==> config.mk <==
export PLATFORM = sky130hd
export DESIGN_NAME = rational_arith_unit_top
export DESIGN_NICKNAME = d
export VERILOG_FILES = /design/src/rtl/core/rau_pkg.sv /design/src/rtl/core/rational_arith_unit_top.sv /design/src/rtl/core/rau_datapath.sv /design/src/rtl/core/rau_ctrl.sv
export SDC_FILE = /design/constraint.sdc
export NUM_CORES = 2
export LEC_CHECK = 0
export BUFFER_PORTS_ARGS = -buffer_cell sky130_fd_sc_hd__buf_2
export CAP_MARGIN = 5
export CORE_ASPECT_RATIO = 1.2
export CORE_MARGIN = 2
export CORE_UTILIZATION = 65
export CTS_CLUSTER_SIZE = 28
export DETAILED_ROUTE_END_ITERATION = 10
export PLACE_DENSITY_LB_ADDON = 0.08
export SLEW_MARGIN = 10
export SYNTH_ARGS = -nofsm -noshare
export SYNTH_HDL_FRONTEND = slang
export SYNTH_SLANG_ARGS = --single-unit
==> constraint.sdc <==
create_clock -name clk -period 10.8 [get_ports clk]
set_input_delay 0.54 -clock clk [delete_from_list [all_inputs] [get_ports clk]]
set_output_delay 0.54 -clock clk [all_outputs]
set_load 0.01 [all_outputs]
==> src/rtl/core/rau_pkg.sv <==
// Package for the rational arithmetic unit: types, widths and shared constants.
`default_nettype none
package rau_pkg;
  localparam int OPERAND_BITS = 16;
  localparam int MAG_BITS     = OPERAND_BITS;
  localparam int PROD_BITS    = 2 * MAG_BITS;
  localparam int WIDE_BITS    = PROD_BITS + 1;
  localparam int NUM_OUT_BITS = 33;
  localparam int DEN_OUT_BITS = 31;
  localparam int CNT_BITS     = $clog2(WIDE_BITS + 1);

  localparam logic [1:0] DIV_GCD = 2'd0;
  localparam logic [1:0] DIV_NUM = 2'd1;
  localparam logic [1:0] DIV_DEN = 2'd2;

  typedef enum logic [1:0] {
    MODE_REDUCE = 2'd0,
    MODE_ADD    = 2'd1,
    MODE_MUL    = 2'd2,
    MODE_SPARE  = 2'd3
  } mode_t;

  typedef enum logic [3:0] {
    ST_IDLE, ST_MUL1, ST_MUL2, ST_SUM, ST_CHECK, ST_GCD_START, ST_GCD_RUN,
    ST_GCD_STEP, ST_DIVN_START, ST_DIVN_RUN, ST_DIVD_START, ST_DIVD_RUN, ST_DONE,
    ST_RESULT
  } state_t;

  typedef struct packed {
    logic load;
    logic mul1;
    logic mul2;
    logic sum;
    logic div_start;
    logic div_step;
    logic gcd_step;
    logic [1:0] div_sel;   // gcd remainder, numerator or denominator
    logic store_qn;
    logic store_qd;
    logic finish;
  } ctrl_t;

  typedef struct packed {
    logic err;
    logic num_zero;
    logic rem_zero;
    logic div_done;
  } stat_t;
endpackage
`default_nettype wire

==> src/rtl/core/rational_arith_unit_top.sv <==
// Top level of the rational arithmetic unit.
// Channel | Ports                                   | Handshake
// request | mode num_a den_a num_b den_b            | start && !busy
// result  | res_num res_den zero_den_error          | done, one cycle
// One request at a time. Each Euclid remainder step uses the shared 33-bit
// restoring divider (load, 33 shifts, done, swap); after Euclid come two
// quotient divisions. busy stays high through the done cycle; a zero numerator
// or an error skips Euclid and both divisions.
// Synchronous reset returns the controller to idle; the receiver cannot stall.
`default_nettype none
module rational_arith_unit_top
  import rau_pkg::*;
(
  input  wire logic                           clk,
  input  wire logic                           rst,
  input  wire logic                           start,
  output logic                                busy,
  output logic                                done,
  input  wire logic [1:0]                     mode,
  input  wire logic signed [OPERAND_BITS-1:0] num_a,
  input  wire logic signed [OPERAND_BITS-1:0] den_a,
  input  wire logic signed [OPERAND_BITS-1:0] num_b,
  input  wire logic signed [OPERAND_BITS-1:0] den_b,
  output logic signed [NUM_OUT_BITS-1:0]      res_num,
  output logic [DEN_OUT_BITS-1:0]             res_den,
  output logic                                zero_den_error
);
  ctrl_t ctrl;
  stat_t stat;

  rau_ctrl u_ctrl (
    .clk(clk), .rst(rst), .start(start), .stat(stat), .ctrl(ctrl), .busy(busy), .done(done)
  );

  rau_datapath u_dp (
    .clk(clk), .ctrl(ctrl), .stat(stat), .mode(mode), .num_a(num_a), .den_a(den_a),
    .num_b(num_b), .den_b(den_b), .res_num(res_num), .res_den(res_den),
    .zero_den_error(zero_den_error)
  );
endmodule
`default_nettype wire

==> src/rtl/core/rau_datapath.sv <==
// Datapath: operand products, sum, shared restoring divider for Euclid and final quotients.
`default_nettype none
module rau_datapath
  import rau_pkg::*;
(
  input  wire logic                          clk,
  input  wire ctrl_t                         ctrl,
  output stat_t                              stat,
  input  wire logic [1:0]                    mode,
  input  wire logic signed [OPERAND_BITS-1:0] num_a,
  input  wire logic signed [OPERAND_BITS-1:0] den_a,
  input  wire logic signed [OPERAND_BITS-1:0] num_b,
  input  wire logic signed [OPERAND_BITS-1:0] den_b,
  output logic signed [NUM_OUT_BITS-1:0]     res_num,
  output logic [DEN_OUT_BITS-1:0]            res_den,
  output logic                               zero_den_error
);
  logic [1:0]           op;
  logic                 sna, sda, snb, sdb;
  logic [MAG_BITS-1:0]  mna, mda, mnb, mdb;
  logic [PROD_BITS-1:0] p1, p2, dprod;
  logic                 p1n, p2n;
  logic [WIDE_BITS-1:0] nmag, dmag, gx, gy, qn, qd;
  logic                 nneg, err;
  logic [WIDE_BITS-1:0] dvd, dvs, quo, rem;
  logic [CNT_BITS-1:0]  cnt;
  logic [WIDE_BITS:0]   trial;
  logic [PROD_BITS-1:0] ma_b, mb_a;

  function automatic logic [MAG_BITS-1:0] magof(input logic [OPERAND_BITS-1:0] v);
    return v[OPERAND_BITS-1] ? MAG_BITS'(-v) : MAG_BITS'(v);
  endfunction

  assign ma_b  = PROD_BITS'(op == MODE_MUL ? mna : mna) * PROD_BITS'(op == MODE_MUL ? mnb : mdb);
  assign mb_a  = PROD_BITS'(op == MODE_MUL ? mda : mnb) * PROD_BITS'(op == MODE_MUL ? mdb : mda);
  assign trial = {rem, dvd[WIDE_BITS-1]} - {1'b0, dvs};

  always_ff @(posedge clk) begin
    if (ctrl.load) begin
      op  <= mode;
      sna <= num_a[OPERAND_BITS-1]; mna <= magof(num_a);
      sda <= den_a[OPERAND_BITS-1]; mda <= magof(den_a);
      snb <= num_b[OPERAND_BITS-1]; mnb <= magof(num_b);
      sdb <= den_b[OPERAND_BITS-1]; mdb <= magof(den_b);
    end
    if (ctrl.mul1) begin
      p1  <= ma_b;
      p1n <= (op == MODE_MUL) ? (sna ^ snb) : (sna ^ sdb);
      p2  <= mb_a;
      p2n <= (op == MODE_MUL) ? (sda ^ sdb) : (snb ^ sda);
    end
    if (ctrl.mul2) begin
      dprod <= PROD_BITS'(mda) * PROD_BITS'(mdb);
    end
    if (ctrl.sum) begin
      unique case (op)
        MODE_ADD: begin
          err  <= (mda == '0) || (mdb == '0);
          dmag <= WIDE_BITS'(dprod);
          if (p1n == p2n) begin
            nmag <= WIDE_BITS'(p1) + WIDE_BITS'(p2); nneg <= p1n ^ sda ^ sdb;
          end else if (p1 >= p2) begin
            nmag <= WIDE_BITS'(p1 - p2); nneg <= p1n ^ sda ^ sdb;
          end else begin
            nmag <= WIDE_BITS'(p2 - p1); nneg <= p2n ^ sda ^ sdb;
          end
        end
        MODE_MUL: begin
          err  <= (mda == '0) || (mdb == '0);
          nmag <= WIDE_BITS'(p1); dmag <= WIDE_BITS'(p2);
          nneg <= p1n ^ p2n;
        end
        default: begin
          err  <= (mda == '0);
          nmag <= WIDE_BITS'(mna); dmag <= WIDE_BITS'(mda);
          nneg <= sna ^ sda;
        end
      endcase
    end
    if (ctrl.load) begin
      gx <= '0; gy <= '0;
    end else if (ctrl.sum) begin
      gx <= '0; gy <= '0;
    end else if (ctrl.div_start && ctrl.div_sel == DIV_GCD && gy == '0 && gx == '0) begin
      gx <= nmag; gy <= dmag;
    end
    if (ctrl.gcd_step) begin
      gx <= gy; gy <= rem;
    end
    if (ctrl.div_start) begin
      unique case (ctrl.div_sel)
        DIV_NUM: begin dvd <= nmag; dvs <= gx; end
        DIV_DEN: begin dvd <= dmag; dvs <= gx; end
        default: begin
          if (gy == '0 && gx == '0) begin dvd <= nmag; dvs <= dmag; end
          else begin dvd <= gx; dvs <= gy; end
        end
      endcase
      rem <= '0; quo <= '0; cnt <= '0;
    end else if (ctrl.div_step) begin
      if (!trial[WIDE_BITS]) begin
        rem <= trial[WIDE_BITS-1:0]; quo <= {quo[WIDE_BITS-2:0], 1'b1};
      end else begin
        rem <= {rem[WIDE_BITS-2:0], dvd[WIDE_BITS-1]}; quo <= {quo[WIDE_BITS-2:0], 1'b0};
      end
      dvd <= {dvd[WIDE_BITS-2:0], 1'b0};
      cnt <= cnt + 1'b1;
    end
    if (ctrl.store_qn) qn <= quo;
    if (ctrl.store_qd) qd <= quo;
    if (ctrl.finish) begin
      zero_den_error <= err;
      if (err) begin
        res_num <= '0; res_den <= '0;
      end else if (nmag == '0) begin
        res_num <= '0; res_den <= DEN_OUT_BITS'(1);
      end else begin
        res_num <= nneg ? NUM_OUT_BITS'(-qn) : NUM_OUT_BITS'(qn);
        res_den <= qd[DEN_OUT_BITS-1:0];
      end
    end
  end

  assign stat.err      = err;
  assign stat.num_zero = (nmag == '0);
  assign stat.rem_zero = (rem == '0);
  assign stat.div_done = (cnt == CNT_BITS'(WIDE_BITS));
endmodule
`default_nettype wire

==> src/rtl/core/rau_ctrl.sv <==
// Controller: sequences products, Euclid's loop and the two final divisions.
`default_nettype none
module rau_ctrl
  import rau_pkg::*;
(
  input  wire logic  clk,
  input  wire logic  rst,
  input  wire logic  start,
  input  wire stat_t stat,
  output ctrl_t      ctrl,
  output logic       busy,
  output logic       done
);
  state_t state, state_next;

  always_ff @(posedge clk) begin
    if (rst) state <= ST_IDLE;
    else     state <= state_next;
  end

  always_comb begin
    state_next = state;
    unique case (state)
      ST_IDLE:       if (start) state_next = ST_MUL1;
      ST_MUL1:       state_next = ST_MUL2;
      ST_MUL2:       state_next = ST_SUM;
      ST_SUM:        state_next = ST_CHECK;
      ST_CHECK:      state_next = (stat.err || stat.num_zero) ? ST_DONE : ST_GCD_START;
      ST_GCD_START:  state_next = ST_GCD_RUN;
      ST_GCD_RUN:    if (stat.div_done) state_next = ST_GCD_STEP;
      ST_GCD_STEP:   state_next = stat.rem_zero ? ST_DIVN_START : ST_GCD_START;
      ST_DIVN_START: state_next = ST_DIVN_RUN;
      ST_DIVN_RUN:   if (stat.div_done) state_next = ST_DIVD_START;
      ST_DIVD_START: state_next = ST_DIVD_RUN;
      ST_DIVD_RUN:   if (stat.div_done) state_next = ST_DONE;
      ST_DONE:       state_next = ST_RESULT;
      ST_RESULT:     state_next = ST_IDLE;
      default:       state_next = ST_IDLE;
    endcase
  end

  always_comb begin
    ctrl      = '0;
    busy      = (state != ST_IDLE);
    done      = (state == ST_RESULT);
    ctrl.load = (state == ST_IDLE) && start;
    ctrl.mul1 = (state == ST_MUL1);
    ctrl.mul2 = (state == ST_MUL2);
    ctrl.sum  = (state == ST_SUM);
    ctrl.finish = (state == ST_DONE);
    unique case (state)
      ST_GCD_START:  begin ctrl.div_start = 1'b1; ctrl.div_sel = DIV_GCD; end
      ST_DIVN_START: begin ctrl.div_start = 1'b1; ctrl.div_sel = DIV_NUM; end
      ST_DIVD_START: begin ctrl.div_start = 1'b1; ctrl.div_sel = DIV_DEN; end
      ST_GCD_RUN:    ctrl.div_step = !stat.div_done;
      ST_DIVN_RUN:   begin ctrl.div_step = !stat.div_done; ctrl.store_qn = stat.div_done; end
      ST_DIVD_RUN:   begin ctrl.div_step = !stat.div_done; ctrl.store_qd = stat.div_done; end
      ST_GCD_STEP:   ctrl.gcd_step = 1'b1;
      default:       ;
    endcase
  end
endmodule
`default_nettype wire
==> run metrics <==
outcome completed; f_max 121 MHz; crit start category register; RR Startpoint u_dp.op[0]; worst clock skew 0.0485 ns; starting DRC count in detailed routing 3,572; Post-CTS Repair Setup Buffers 0; critical path class reg2reg; most used cell, CP fa_1; Crit-path slowest cell mux2i_1; Sink Count 572; slew of the pin with the lowest slew margin 1.25 ns; wl on met1 60.9 mm; Worst path top cell family by delay adder cells; Post-synth top flop edfxtp_1; TritonCTS Buffers 60; Levels on crit path 25; leading area contributor after synthesis edfxtp_1; CP max stage delay 0.89 ns; Worst-Skew Late Latency 0.68 ns; Max Slew Vio Count 0; boundary pin count 136; Initial Util 65.4%; CP Capture Type register; Cell Area, Placed 0.0578 mm^2; Hold WC Path Type in2reg; sequential share of the synthesized area 29.2%; DR pass1 iterations 6; Max Cap Violations 0; CP max FO 34; vias post-DR 43.1k; reg-to-reg endpoint u_dp.p2[31]; vias in the first global route 43.8k; number of library cell types mapped by synthesis 86; top-count cell post-synth inv_1; Die H 326 um; Post-synth EDFFs 496; Seq cells post-synth 572; design area 0.0598 mm^2; ys async rst share 0%; CP required 11.18 ns; Hold WS 0.0891 ns; unrepaired setup endpoints after global routing no; Total Routed Length 161 mm; largest net degree at the start of global routing 92; Tmin final 8.27 ns; synth warn 0; crit path from u_dp.op[0]; die extent in x 272 um; Setup Viol. Count Final 0; Total GRT Usage 36.7%; IO buf count 135; first-pass GRT wire length 250 mm; crit path buf inv count 5; share of the synthesized area in the top cell type 26.5%; Final Hold Vio Count 0; CTS tree yes; core area 0.0859 mm^2; CTS Buffer Depth 3; hpwl dp 123 mm; antenna violations before repair 5; num rows 118; Vias/cell 6.11; main area contributors after synthesis edfxtp_1 27%, fa_1 21%, ha_1 10%; top cells by count, synth 851 x inv_1, 736 x nand2_1, 586 x fa_1; gpl congestion 1.04; Post-Syn Nets 6,988; detailed-route wire length per cell 22.8 um; Final period util 76.5%; drt drc 0; reg-to-reg setup timing slack 2.53 ns; Gates resized, CTS repair 0; Slew HR 16.7%; Final ANT Viol Nets 0; Clock Pin Slew Worst Setup and Hold Paths 0.07 ns; share of layout cells above drive strength 1 6.72%; Remaining Overflow, GRT 0; Setup TNS 0 ns; Syn Inst Count 5,879; H-tree depth 2; CTS Hold Bufs 0; Max Used Layer met5; Routed met3 length 14.0 mm; CP arrival 8.65 ns; fin nets 6,965; Post-Syn Area 0.0562 mm^2; length of routed met2 wiring 75.5 mm; die area 0.0888 mm^2; Avg Cell Area, Syn 9.56 um^2; synth-to-layout area growth 6.40%; Critical Path End u_dp.p2[31]; Clock Tree Root clkbuf_16; path depth of the worst reg2reg path 25
sequential cells by signal, summed over array words and instances, names as in the netlist, 32 cells and up:
name / flops
u_dp.dprod: 32
u_dp.nmag: 33
u_dp.dvd: 33
u_dp.p2: 32
u_dp.res_num: 33
u_dp.dvs: 33
u_dp.qn: 33
u_dp.p1: 32
u_dp.rem: 33
u_dp.gx: 33
u_dp.gy: 33
u_dp.quo: 33
u_dp.dmag: 32
routing by layer:
layer | up-vias | track usage [%]
met1 | 21000 | 46.6
met4 | 4 | 20.0
li1 | 19500 | -
met3 | 485 | 6.69
met2 | 2095 | 60.0
met5 | - | 0
worst min-delay path by stage:
stage / start / end / cells past startpoint
after detailed placement: u_dp.quo[32] / u_dp.qn[32] / 0
after global placement: u_dp.quo[32] / u_dp.qn[32] / 0
after floorplan: u_dp.quo[32] / u_dp.qn[32] / 0
after global routing: mode[0] / u_dp.op[0] / 1
after CTS: mode[0] / u_dp.op[0] / 1
final: mode[0] / u_dp.op[0] / 1
worst reg2reg max path: stages, from the launching register on:
cell and delay, ns:
edfxtp_1 0.39, inv_1 0.14, ha_2 0.78, mux2i_1 0.89, nor2_1 0.15, fa_1 0.51, inv_1 0.05, fa_1 0.39
fa_1 0.48, fa_1 0.49, inv_1 0.06, fa_1 0.54, inv_1 0.05, fa_1 0.48, inv_1 0.05, ha_1 0.33
a21o_1 0.19, o21ai_0 0.27, a21oi_1 0.12, o41ai_2 0.45, nor4_1 0.14, o41ai_2 0.41, o2111ai_1 0.19, a21o_1 0.19
a21oi_1 0.17, xnor2_1 0.08
cells by family (layout without fill, tap and decap cells):
| family | Yosys count | after routing | synth area share [%] |
|---|---|---|---|
| other cells | 0 | 3 | 0 |
| mux | 107 | 107 | 2.02 |
| xor+xnor | 233 | 233 | 3.63 |
| flops | 572 | 572 | 29.2 |
| buf+inv | 1133 | 1162 | 7.67 |
| simple gates | 1780 | 1780 | 14.6 |
| compound gates | 1014 | 1014 | 11.8 |
| fa+ha+maj | 1040 | 1040 | 31.0 |
layout by cell type (no fill, tap or decap), drive strengths merged, types with 24 or more instances in the layout:
cell type and count:
a211oi 24, a21o 66, a21oi 298, a221oi 34, a22o 81, a22oi 27, a31oi 28, and2 268
buf 194, clkbuf 71, clkinv 28, dfxtp 76, edfxtp 496, fa 586, ha 454, inv 862
mux2 53, mux2i 54, nand2 736, nand2b 36, nand3 104, nand4 35, nor2 379, nor3 50
nor4 48, o21a 28, o21ai 227, o21bai 37, o31ai 39, or3 42, xnor2 153, xor2 80
per-stage QoR:
stage               util, %  setup slack, ns  instances
finish                 69.6             2.53       7051
global route           69.6             2.06       7051
CTS                    69.6             2.51       7048
detailed placement     67.2             2.56       6934
global placement       67.2             2.69       6934
floorplan                 -             3.10       5879
layout make-up:
cell class                      count  area [um^2]
Sequential cell                   572        16400
Clock inverter                     43          413
Tap cell                         1140         1430
Inverter                          854         3210
Antenna cell                        3         7.51
Clock buffer                       71         1590
Fill cell                        6800        26200
Multi-Input combinational cell   4174        35600
Timing Repair Buffer              194         1120
Power is not shown: default switching activity piles up to over one toggle a cycle in this logic, so the estimate is an artifact.
